--- src/hw/rtl/rcs_pkg.sv ---
// rcs_pkg: shared types and constants of the region chunk splitter
// used by rcs_dp, rcs_ctrl and the top level; depends on nothing

package rcs_pkg;

  localparam int MaxSpanDefault = 8;

  // register indexes of the configuration port
  localparam logic [1:0] RegChunkWidth  = 2'd0;
  localparam logic [1:0] RegChunkHeight = 2'd1;
  localparam logic [1:0] RegImageWidth  = 2'd2;
  localparam logic [1:0] RegImageHeight = 2'd3;

  localparam int CfgW   = 21;  // widest register
  localparam int CSizeW = 17;  // chunk size
  localparam int ImgW   = 21;  // image size
  localparam int DivW   = 22;  // dividend and quotient of the edge divisions
  localparam int PosW   = 23;  // pixel positions during the walk
  localparam int InW    = 104; // input word, padded to bytes
  localparam int OutW   = 168; // result word, padded to bytes

  // commands from controller to datapath
  typedef struct packed {
    logic cap;       // capture the input word
    logic div_start; // start the edge divisions
    logic base_load; // load first column/row and their pixel origins
    logic step;      // visit the current chunk and advance
    logic flush;     // move the pending result out as the final one
    logic err_load;  // load the span error result
  } cmd_t;

  // status from datapath to controller
  typedef struct packed {
    logic empty;
    logic div_busy;
    logic span_err;
    logic cand_ok;
    logic walk_end;
    logic pend_valid;
    logic out_free;
  } stat_t;

endpackage

--- src/hw/rtl/rcs_div.sv ---
// rcs_div: restoring divider, one quotient bit per cycle
// uses no package; instantiated by rcs_dp

module rcs_div #(
  parameter int DW = 22,
  parameter int VW = 17
) (
  input  logic          clk,
  input  logic          rst,
  input  logic          start,
  input  logic [DW-1:0] dividend,
  input  logic [VW-1:0] divisor,
  output logic          busy,
  output logic [DW-1:0] quotient
);

  localparam int CntW = $clog2(DW + 1);

  logic [VW-1:0]   rem;
  logic [VW-1:0]   dvs;
  logic [DW-1:0]   q;
  logic [CntW-1:0] cnt;
  logic [VW:0]     rem_sh;
  logic [VW:0]     diff;
  logic            fits;

  // shift in next dividend bit and try subtracting
  assign rem_sh = {rem, q[DW-1]};
  assign diff   = rem_sh - {1'b0, dvs};
  assign fits   = rem_sh >= {1'b0, dvs};

  always_ff @(posedge clk) begin
    if (rst) begin
      busy <= 1'b0;
      cnt  <= '0;
    end else if (start) begin
      busy <= 1'b1;
      cnt  <= CntW'(DW);
    end else if (busy) begin
      cnt  <= cnt - 1'b1;
      busy <= cnt != CntW'(1);
    end
  end

  always_ff @(posedge clk) begin
    if (start) begin
      rem <= '0;
      dvs <= divisor;
      q   <= dividend;
    end else if (busy) begin
      rem <= fits ? diff[VW-1:0] : rem_sh[VW-1:0];
      q   <= {q[DW-2:0], fits};
    end
  end

  assign quotient = q;

endmodule

--- src/hw/rtl/rcs_dp.sv ---
// rcs_dp: datapath of the splitter: config registers, dividers, walk, results
// depends on rcs_pkg and rcs_div

module rcs_dp #(
  parameter int MAX_SPAN = rcs_pkg::MaxSpanDefault
) (
  input  logic                     clk,
  input  logic                     rst,
  input  logic                     cfg_we,
  input  logic [1:0]               cfg_addr,
  input  logic [rcs_pkg::CfgW-1:0] cfg_data,
  input  logic [rcs_pkg::InW-1:0]  in_word,
  input  rcs_pkg::cmd_t            cmd,
  output rcs_pkg::stat_t           st,
  input  logic                     out_ready,
  output logic                     out_valid,
  output logic [rcs_pkg::OutW-1:0] out_word,
  output logic                     out_last,
  output logic                     out_err
);

  localparam int DW = rcs_pkg::DivW;
  localparam int PW = rcs_pkg::PosW;
  localparam int CW = rcs_pkg::CSizeW;
  localparam int IW = rcs_pkg::ImgW;
  localparam int PayW = 162;

  logic [CW-1:0] chunk_width, chunk_height;
  logic [IW-1:0] image_width, image_height;
  logic [CW-1:0] cw, ch;

  logic [19:0] rx, ry;
  logic [20:0] rw, rh;
  logic [15:0] blk;

  logic [DW-1:0] qfc, qfr, qlc, qlr;
  logic          bfc, bfr, blc, blr;

  logic [DW-1:0] col, row;
  logic [PW-1:0] left, top, left0;

  logic [PW-1:0] rx_e, ry_e, rx_end, ry_end;
  logic [PW-1:0] right, bottom, il, it, ir, ib;
  logic [PW-1:0] sx, sy, dx, dy, cpw, cph;
  logic [PW-1:0] l_sum, t_sum;
  logic [PayW-1:0] cand;

  logic            pend_valid;
  logic [PayW-1:0] pend;

  // config registers
  always_ff @(posedge clk) begin
    if (rst) begin
      chunk_width  <= CW'(256);
      chunk_height <= CW'(256);
      image_width  <= IW'(1048576);
      image_height <= IW'(1048576);
    end else if (cfg_we) begin
      case (cfg_addr)
        rcs_pkg::RegChunkWidth:  chunk_width  <= cfg_data[CW-1:0];
        rcs_pkg::RegChunkHeight: chunk_height <= cfg_data[CW-1:0];
        rcs_pkg::RegImageWidth:  image_width  <= cfg_data;
        rcs_pkg::RegImageHeight: image_height <= cfg_data;
        default: ;
      endcase
    end
  end

  // chunk size: zero counts as one, above 65536 clamps
  always_comb begin
    cw = chunk_width;
    if (chunk_width == '0) cw = CW'(1);
    else if (chunk_width > CW'(65536)) cw = CW'(65536);
    ch = chunk_height;
    if (chunk_height == '0) ch = CW'(1);
    else if (chunk_height > CW'(65536)) ch = CW'(65536);
  end

  // input capture
  always_ff @(posedge clk) begin
    if (cmd.cap) begin
      rx  <= in_word[19:0];
      ry  <= in_word[39:20];
      rw  <= in_word[60:40];
      rh  <= in_word[81:61];
      blk <= in_word[97:82];
    end
  end

  assign rx_e   = PW'(rx);
  assign ry_e   = PW'(ry);
  assign rx_end = rx_e + PW'(rw);
  assign ry_end = ry_e + PW'(rh);

  // first and last chunk column and row
  rcs_div #(.DW(DW), .VW(CW)) u_div_fc (
    .clk(clk), .rst(rst), .start(cmd.div_start), .dividend(DW'(rx)),
    .divisor(cw), .busy(bfc), .quotient(qfc));
  rcs_div #(.DW(DW), .VW(CW)) u_div_fr (
    .clk(clk), .rst(rst), .start(cmd.div_start), .dividend(DW'(ry)),
    .divisor(ch), .busy(bfr), .quotient(qfr));
  rcs_div #(.DW(DW), .VW(CW)) u_div_lc (
    .clk(clk), .rst(rst), .start(cmd.div_start),
    .dividend(DW'(rx_end - PW'(1))), .divisor(cw), .busy(blc), .quotient(qlc));
  rcs_div #(.DW(DW), .VW(CW)) u_div_lr (
    .clk(clk), .rst(rst), .start(cmd.div_start),
    .dividend(DW'(ry_end - PW'(1))), .divisor(ch), .busy(blr), .quotient(qlr));

  // walk position; pixel origins are accumulated, seeded by a multiply per axis
  always_ff @(posedge clk) begin
    if (cmd.base_load) begin
      col   <= qfc;
      row   <= qfr;
      left  <= PW'(qfc * cw);
      left0 <= PW'(qfc * cw);
      top   <= PW'(qfr * ch);
    end else if (cmd.step) begin
      if (col == qlc) begin
        col <= qfc;
        left <= left0;
        row <= row + 1'b1;
        top <= t_sum;
      end else begin
        col  <= col + 1'b1;
        left <= l_sum;
      end
    end
  end

  // overlap of the current chunk with the region
  always_comb begin
    l_sum  = left + PW'(cw);
    t_sum  = top + PW'(ch);
    right  = (l_sum < PW'(image_width)) ? l_sum : PW'(image_width);
    bottom = (t_sum < PW'(image_height)) ? t_sum : PW'(image_height);
    il     = (left > rx_e) ? left : rx_e;
    it     = (top > ry_e) ? top : ry_e;
    ir     = (right < rx_end) ? right : rx_end;
    ib     = (bottom < ry_end) ? bottom : ry_end;
    sx     = il - left;
    sy     = it - top;
    dx     = il - rx_e;
    dy     = it - ry_e;
    cpw    = ir - il;
    cph    = ib - it;
    cand   = {cph[16:0], cpw[16:0], dy[19:0], dx[19:0], sy[15:0], sx[15:0],
              blk, row[19:0], col[19:0]};
  end

  // pending result and output register
  always_ff @(posedge clk) begin
    if (rst) begin
      pend_valid <= 1'b0;
      out_valid  <= 1'b0;
    end else begin
      if (cmd.step && st.cand_ok) pend_valid <= 1'b1;
      else if (cmd.flush) pend_valid <= 1'b0;
      if ((cmd.step && st.cand_ok && pend_valid) || cmd.flush || cmd.err_load)
        out_valid <= 1'b1;
      else if (out_ready) out_valid <= 1'b0;
    end
  end

  always_ff @(posedge clk) begin
    if (cmd.step && st.cand_ok) begin
      pend <= cand;
      if (pend_valid) begin
        out_word <= rcs_pkg::OutW'(pend);
        out_last <= 1'b0;
        out_err  <= 1'b0;
      end
    end
    if (cmd.flush) begin
      out_word <= rcs_pkg::OutW'(pend);
      out_last <= 1'b1;
      out_err  <= 1'b0;
    end
    if (cmd.err_load) begin
      out_word <= '0;
      out_last <= 1'b1;
      out_err  <= 1'b1;
    end
  end

  // status
  always_comb begin
    st.empty      = (rw == '0) || (rh == '0);
    st.div_busy   = bfc | bfr | blc | blr;
    st.span_err   = ((qlc - qfc) >= DW'(MAX_SPAN)) || ((qlr - qfr) >= DW'(MAX_SPAN));
    st.cand_ok    = (il < ir) && (it < ib);
    st.walk_end   = (col == qlc) && (row == qlr);
    st.pend_valid = pend_valid;
    st.out_free   = !out_valid || out_ready;
  end

endmodule

--- src/hw/rtl/rcs_ctrl.sv ---
// rcs_ctrl: state machine sequencing capture, division, walk, flush and span error
// depends on rcs_pkg

module rcs_ctrl (
  input  logic           clk,
  input  logic           rst,
  input  logic           in_valid,
  output logic           in_ready,
  input  rcs_pkg::stat_t st,
  output rcs_pkg::cmd_t  cmd
);

  localparam logic [2:0] S_IDLE  = 3'd0;
  localparam logic [2:0] S_CHK   = 3'd1;
  localparam logic [2:0] S_DIV   = 3'd2;
  localparam logic [2:0] S_BASE  = 3'd3;
  localparam logic [2:0] S_WALK  = 3'd4;
  localparam logic [2:0] S_FLUSH = 3'd5;
  localparam logic [2:0] S_ERR   = 3'd6;

  logic [2:0] state, state_next;

  always_ff @(posedge clk) begin
    if (rst) state <= S_IDLE;
    else state <= state_next;
  end

  // next state and commands
  always_comb begin
    state_next = state;
    cmd        = '0;
    in_ready   = 1'b0;
    case (state)
      S_IDLE: begin
        in_ready = 1'b1;
        if (in_valid) begin
          cmd.cap    = 1'b1;
          state_next = S_CHK;
        end
      end
      S_CHK: begin
        if (st.empty) state_next = S_IDLE;
        else begin
          cmd.div_start = 1'b1;
          state_next    = S_DIV;
        end
      end
      S_DIV: begin
        if (!st.div_busy) state_next = st.span_err ? S_ERR : S_BASE;
      end
      S_BASE: begin
        cmd.base_load = 1'b1;
        state_next    = S_WALK;
      end
      S_WALK: begin
        // hold while a second result has nowhere to go
        if (!(st.cand_ok && st.pend_valid && !st.out_free)) begin
          cmd.step = 1'b1;
          if (st.walk_end) state_next = S_FLUSH;
        end
      end
      S_FLUSH: begin
        if (!st.pend_valid) state_next = S_IDLE;
        else if (st.out_free) begin
          cmd.flush  = 1'b1;
          state_next = S_IDLE;
        end
      end
      S_ERR: begin
        if (st.out_free) begin
          cmd.err_load = 1'b1;
          state_next   = S_IDLE;
        end
      end
      default: state_next = S_IDLE;
    endcase
  end

  a_flush_has_pend: assert property (@(posedge clk) disable iff (rst)
    cmd.flush |-> st.pend_valid && st.out_free)
    else $error("flush without a pending result or a free output");
  a_step_no_overrun: assert property (@(posedge clk) disable iff (rst)
    cmd.step && st.cand_ok && st.pend_valid |-> st.out_free)
    else $error("result pushed into a full output register");
  a_err_free: assert property (@(posedge clk) disable iff (rst)
    cmd.err_load |-> st.out_free)
    else $error("span error loaded into a full output register");
  a_walk_after_div: assert property (@(posedge clk) disable iff (rst)
    cmd.base_load |-> !st.div_busy && !st.span_err)
    else $error("walk started before divisions ended");

endmodule

--- src/hw/rtl/region_chunk_splitter_unit.sv ---
// region_chunk_splitter_unit: top level of the region chunk splitter
// depends on rcs_pkg, rcs_ctrl, rcs_dp and rcs_div
//
// Takes one region word, divides its edges by the chunk sizes with four
// bit-serial dividers running side by side, then walks the covered chunks
// at one chunk per cycle while the output keeps pace, emitting one result
// word for each chunk that overlaps the region, tlast on the final one. An
// item visits up to MAX_SPAN squared chunks; a region wider than MAX_SPAN
// chunks on either axis gives a single word with tuser set and all data
// zero. Results wait in output and pending registers, so a stalled sink
// only slows the walk once a third result is ready. Configuration writes
// take effect at once and are meant to be made while the unit is idle.

module region_chunk_splitter_unit #(
  parameter int MAX_SPAN = rcs_pkg::MaxSpanDefault
) (
  input  logic                     clk,
  input  logic                     rst,
  input  logic                     cfg_we,
  input  logic [1:0]               cfg_addr,
  input  logic [rcs_pkg::CfgW-1:0] cfg_data,
  input  logic                     s_tvalid,
  output logic                     s_tready,
  // region_x[19:0], region_y[39:20], region_w[60:40], region_h[81:61],
  // channel_block[97:82], zero pad
  input  logic [rcs_pkg::InW-1:0]  s_tdata,
  output logic                     m_tvalid,
  input  logic                     m_tready,
  // chunk_col[19:0], chunk_row[39:20], block_out[55:40], src_x[71:56],
  // src_y[87:72], dst_x[107:88], dst_y[127:108], copy_w[144:128],
  // copy_h[161:145], zero pad
  output logic [rcs_pkg::OutW-1:0] m_tdata,
  output logic                     m_tlast,
  // span_error
  output logic                     m_tuser
);

  rcs_pkg::cmd_t  cmd;
  rcs_pkg::stat_t st;

  rcs_ctrl u_ctrl (
    .clk(clk), .rst(rst), .in_valid(s_tvalid), .in_ready(s_tready),
    .st(st), .cmd(cmd));

  rcs_dp #(.MAX_SPAN(MAX_SPAN)) u_dp (
    .clk(clk), .rst(rst), .cfg_we(cfg_we), .cfg_addr(cfg_addr),
    .cfg_data(cfg_data), .in_word(s_tdata), .cmd(cmd), .st(st),
    .out_ready(m_tready), .out_valid(m_tvalid), .out_word(m_tdata),
    .out_last(m_tlast), .out_err(m_tuser));

endmodule
--- config.mk ---
export PLATFORM = sky130hd
export DESIGN_NAME = region_chunk_splitter_unit
export DESIGN_NICKNAME = d
export VERILOG_FILES = /design/src/hw/rtl/rcs_pkg.sv /design/src/hw/rtl/rcs_div.sv /design/src/hw/rtl/rcs_dp.sv /design/src/hw/rtl/rcs_ctrl.sv /design/src/hw/rtl/region_chunk_splitter_unit.sv
export SDC_FILE = /design/constraint.sdc
export NUM_CORES = 2
export LEC_CHECK = 0
export ABC_AREA = 1
export ABC_CLOCK_PERIOD_IN_PS = 14310
export BUFFER_PORTS_ARGS = -buffer_cell sky130_fd_sc_hd__buf_2
export CORE_MARGIN = 2
export CORE_UTILIZATION = 64
export DETAILED_ROUTE_END_ITERATION = 16
export MAX_ROUTING_LAYER = met4
export PLACE_DENSITY_LB_ADDON = 0.12
export SYNTH_ARGS = -nofsm -noshare
export SYNTH_HDL_FRONTEND = slang
export SYNTH_SLANG_ARGS = --single-unit
--- constraint.sdc ---
create_clock -name clk -period 14.31 [get_ports clk]
set_clock_uncertainty 0.2 [all_clocks]
set_input_delay 1.431 -clock clk [delete_from_list [all_inputs] [get_ports clk]]
set_output_delay 1.431 -clock clk [all_outputs]
set_load 0.02 [all_outputs]
==> impl_metrics.env <==
export IMPL_startpoint_type="register"
export IMPL_synth_edf_count=491
export IMPL_area_growth_pct=8.823
export IMPL_synth_most_common_cell="nand2_1"
export IMPL_cts_tree="built"
export IMPL_max_slew_margin_pct=18.09
export IMPL_grt_setup_unrepaired="false"
export IMPL_synth_commonest_cells="nand2_1, inv_1, nor2_1"
export IMPL_p_clk_share_pct=13.4
export IMPL_avgSynthCellArea_sq_um=7.954
export IMPL_pin_count=304
export IMPL_holdWs_ps=215.9
export IMPL_firstDrtPassIters=6
export IMPL_fin_crit_sh_pct=87.74
export IMPL_cts_clk_slew_worst_paths_ps=60
export IMPL_htreeDepth=3
export IMPL_leakage_nw=34.68
export IMPL_cts_sinks=832
export IMPL_synth_area_leaders="edfxtp_1, fa_1, ha_1"
export IMPL_drt_wl_total_mm=215.9
export IMPL_intPower_w=0.008531
export IMPL_clock_fmax_ghz=0.07965
export IMPL_path_class="reg -> reg"
export IMPL_rows=118
export IMPL_synth_xor_xnor_area_share_pct=4.898
export IMPL_max_cap_violations=0
export IMPL_finalMaxSlewViolations=0
export IMPL_path_delay_family="simple AND/OR/NAND/NOR gates"
export IMPL_cts_root_buf="clkbuf_16"
export IMPL_async_flop_share_pct=0
export IMPL_grt_start_max_net_pins=131
export IMPL_cts_repair_resized=0
export IMPL_initial_core_util_pct=64.65
export IMPL_synth_area_sq_mm=0.06701
export IMPL_seq_area_frac_synth_pct=32.19
export IMPL_synthSimpleGateAreaFrac_pct=19.80
export IMPL_remaining_drc_errors=0
export IMPL_worstMarginPinSlew_ps=1224
export IMPL_switching_power_w=0.009282
export IMPL_die_x_um=327.6
export IMPL_ctsHoldBuffers=0
export IMPL_synth_top_area_share_pct=22.00
export IMPL_cp_required_ps=14750
export IMPL_die_h_um=327.6
export IMPL_fin_ws_ps=1755
export IMPL_synth_top_flop_cell="edfxtp_1"
export IMPL_drt_initial_drc_count=6809
export IMPL_synth_adder_area_share_pct=22.24
export IMPL_dpl_cell_count=9909
export IMPL_synth_top_family_by_area="adder cells"
export IMPL_critPathSlowestCell="dfxtp_1"
export IMPL_setup_violations=0
export IMPL_swShare_pct=52.11
export IMPL_seqPwrFrac_pct=24.3
export IMPL_wl_per_cell_um=21.37
export IMPL_gp_congestion=1.035
export IMPL_num_vias=59680
export IMPL_cts_setup_buffers=0
export IMPL_synth_compound_area_share_pct=11.97
export IMPL_end_kind="register"
export IMPL_path_buf_inv=5
export IMPL_cp_common_cell="nand2_1"
export IMPL_dieArea_sq_mm=0.1073
export IMPL_place_ws_ps=2283
export IMPL_vias_per_cell=5.907
export IMPL_fin_crit_ps=12550
export IMPL_ys_warn_count=0
export IMPL_antenna_left=0
export IMPL_grt_overflow=0
export IMPL_worstPathMaxFanout=130
export IMPL_finalSetupTns_ps=0
export IMPL_grt_usage_pct=40.98
export IMPL_peakVddDrop_uv=213.2
export IMPL_synth_cell_types=66
export IMPL_pwr_share_comb_pct=62.3
export IMPL_synth_top_cell_by_area="edfxtp_1"
export IMPL_hpwl_mm=166.7
export IMPL_antenna_found_initial=25
export IMPL_numPortBuffers=291
export IMPL_ys_ff_latch=832
export IMPL_grt_pass1_wl_mm=325.7
export IMPL_hp_class="reg -> reg"
export IMPL_clk_path_buf_depth=3
export IMPL_final_cells=10100
export IMPL_outcome="completed"
export IMPL_core_area_sq_mm=0.1036
export IMPL_drive_above_1_share_pct=6.740
export IMPL_powerDensity_mw_per_mm2=244.3
export IMPL_cts_buffers=88
export IMPL_crit_arrival_ps=12990
export IMPL_insertion_delay_ps=720
export IMPL_grt_pass1_vias=56710
export IMPL_nets=9713
export IMPL_max_stage_delay_ps=800
export IMPL_hold_viol_final=0
export IMPL_synth_mux_area_share_pct=0
export IMPL_syn_inst=8424
per-layer routing:
layer / vias to the layer above / wire [um] / GRT usage (%)
met5: - / 0 / -
met4: 0 / 8477 / 14.29
met2: 3215 / 91210 / 59.09
met3: 490 / 27900 / 9.901
li1: 27800 / - / -
met1: 28170 / 88330 / 56.45
sequential cells by signal, summed over array words and instances (netlist names), 20 cells and up:
name                    cells
u_dp.left0                 23
u_dp.rw                    21
u_dp.out_word             162
u_dp.row                   22
u_dp.image_width           21
u_dp.rx                    20
u_dp.u_div_lr.quotient     22
u_dp.col                   22
u_dp.rh                    21
u_dp.image_height          21
u_dp.top                   23
u_dp.ry                    20
u_dp.u_div_fc.quotient     22
u_dp.u_div_lc.quotient     22
u_dp.u_div_fr.quotient     22
u_dp.left                  23
u_dp.pend                 162
power by group through the flow:
stage	logic, W	registers (W)	clock network, W
finish	0.0111	0.00433	0.00238
global route	0.0123	0.00436	0.00248
CTS	0.0109	0.00427	0.00239
detailed placement	0.0108	0.00430	0
global placement	0.0105	0.00428	0
floorplan	0.00734	0.00424	0
worst register-to-register path: cells and delay by family (launching register included):
kind | cells | cell delay (ps)
buffers and inverters | 5 | 2380
AND/OR/NAND/NOR | 20 | 3540
AO/OA/AOI/OAI | 15 | 3130
adder cells (fa/ha/maj) | 5 | 2080
flip-flops | 1 | 800
XOR/XNOR | 1 | 380
final cells by class:
class	count	area, sq um
Inverter	1258	4735
Multi-Input combinational cell	6062	39600
Timing Repair Buffer	377	2165
Clock inverter	36	451.7
Tap cell	1380	1727
Fill cell	8322	30730
Clock buffer	129	2592
Sequential cell	832	21570
Antenna cell	29	72.57
worst paths after layout:
| path | from | slack [ps] | cells past startpoint | to |
|---|---|---|---|---|
| min reg2reg | u_dp.blk[10] | 220 | 0 | u_dp.pend[50] |
| min | u_dp.blk[10] | 220 | 0 | u_dp.pend[50] |
| max reg2reg | u_dp.chunk_height[16] | 1760 | 46 | u_dp.out_word[87] |
| max | u_dp.chunk_height[16] | 1760 | 46 | u_dp.out_word[87] |
layout by cell type, fill, tap and decap left out, types with 10 or more instances in the layout:
master     instances
xnor2_1          145
nand3b_1          51
buf_2            291
clkinv_1          10
clkbuf_8          15
nand2_1         1806
dfxtp_1          341
xor2_1           221
clkbuf_16         92
nand3_1          303
a21boi_0          12
conb_1            10
nand4_1           79
fa_1             382
nor3_1            57
diode_2           29
nor4_1            28
edfxtp_1         491
clkinv_2          14
o21bai_1          28
a21o_1            22
nor2_1           842
o21ai_0          697
o211ai_1          34
a211oi_1          15
o21a_1            15
o31ai_1           13
buf_4             81
a31oi_1           34
a21oi_1          537
clkbuf_1          21
o21ai_1           15
ha_1             580
inv_1           1238
nor2_2            11
o22ai_1           24
cell families (layout without fill, tap and decap cells):
group / count (synthesis) / after routing
other cells: 2 / 39
xor+xnor: 370 / 370
simple gates: 3231 / 3231
flops: 832 / 832
compound gates: 1489 / 1489
fa+ha+maj: 962 / 962
buf+inv: 1538 / 1800
metrics by stage:
step	total power [W]	util (%)	area (sq um)
after floorplan	0.01158	-	67040
after global placement	0.01478	67.35	69800
after detailed placement	0.01506	67.35	69800
after CTS	0.01752	70.28	72840
after global routing	0.01912	70.34	72910
final	0.01781	70.35	72920
No activity file was read; power rests on OpenSTA's default activity.
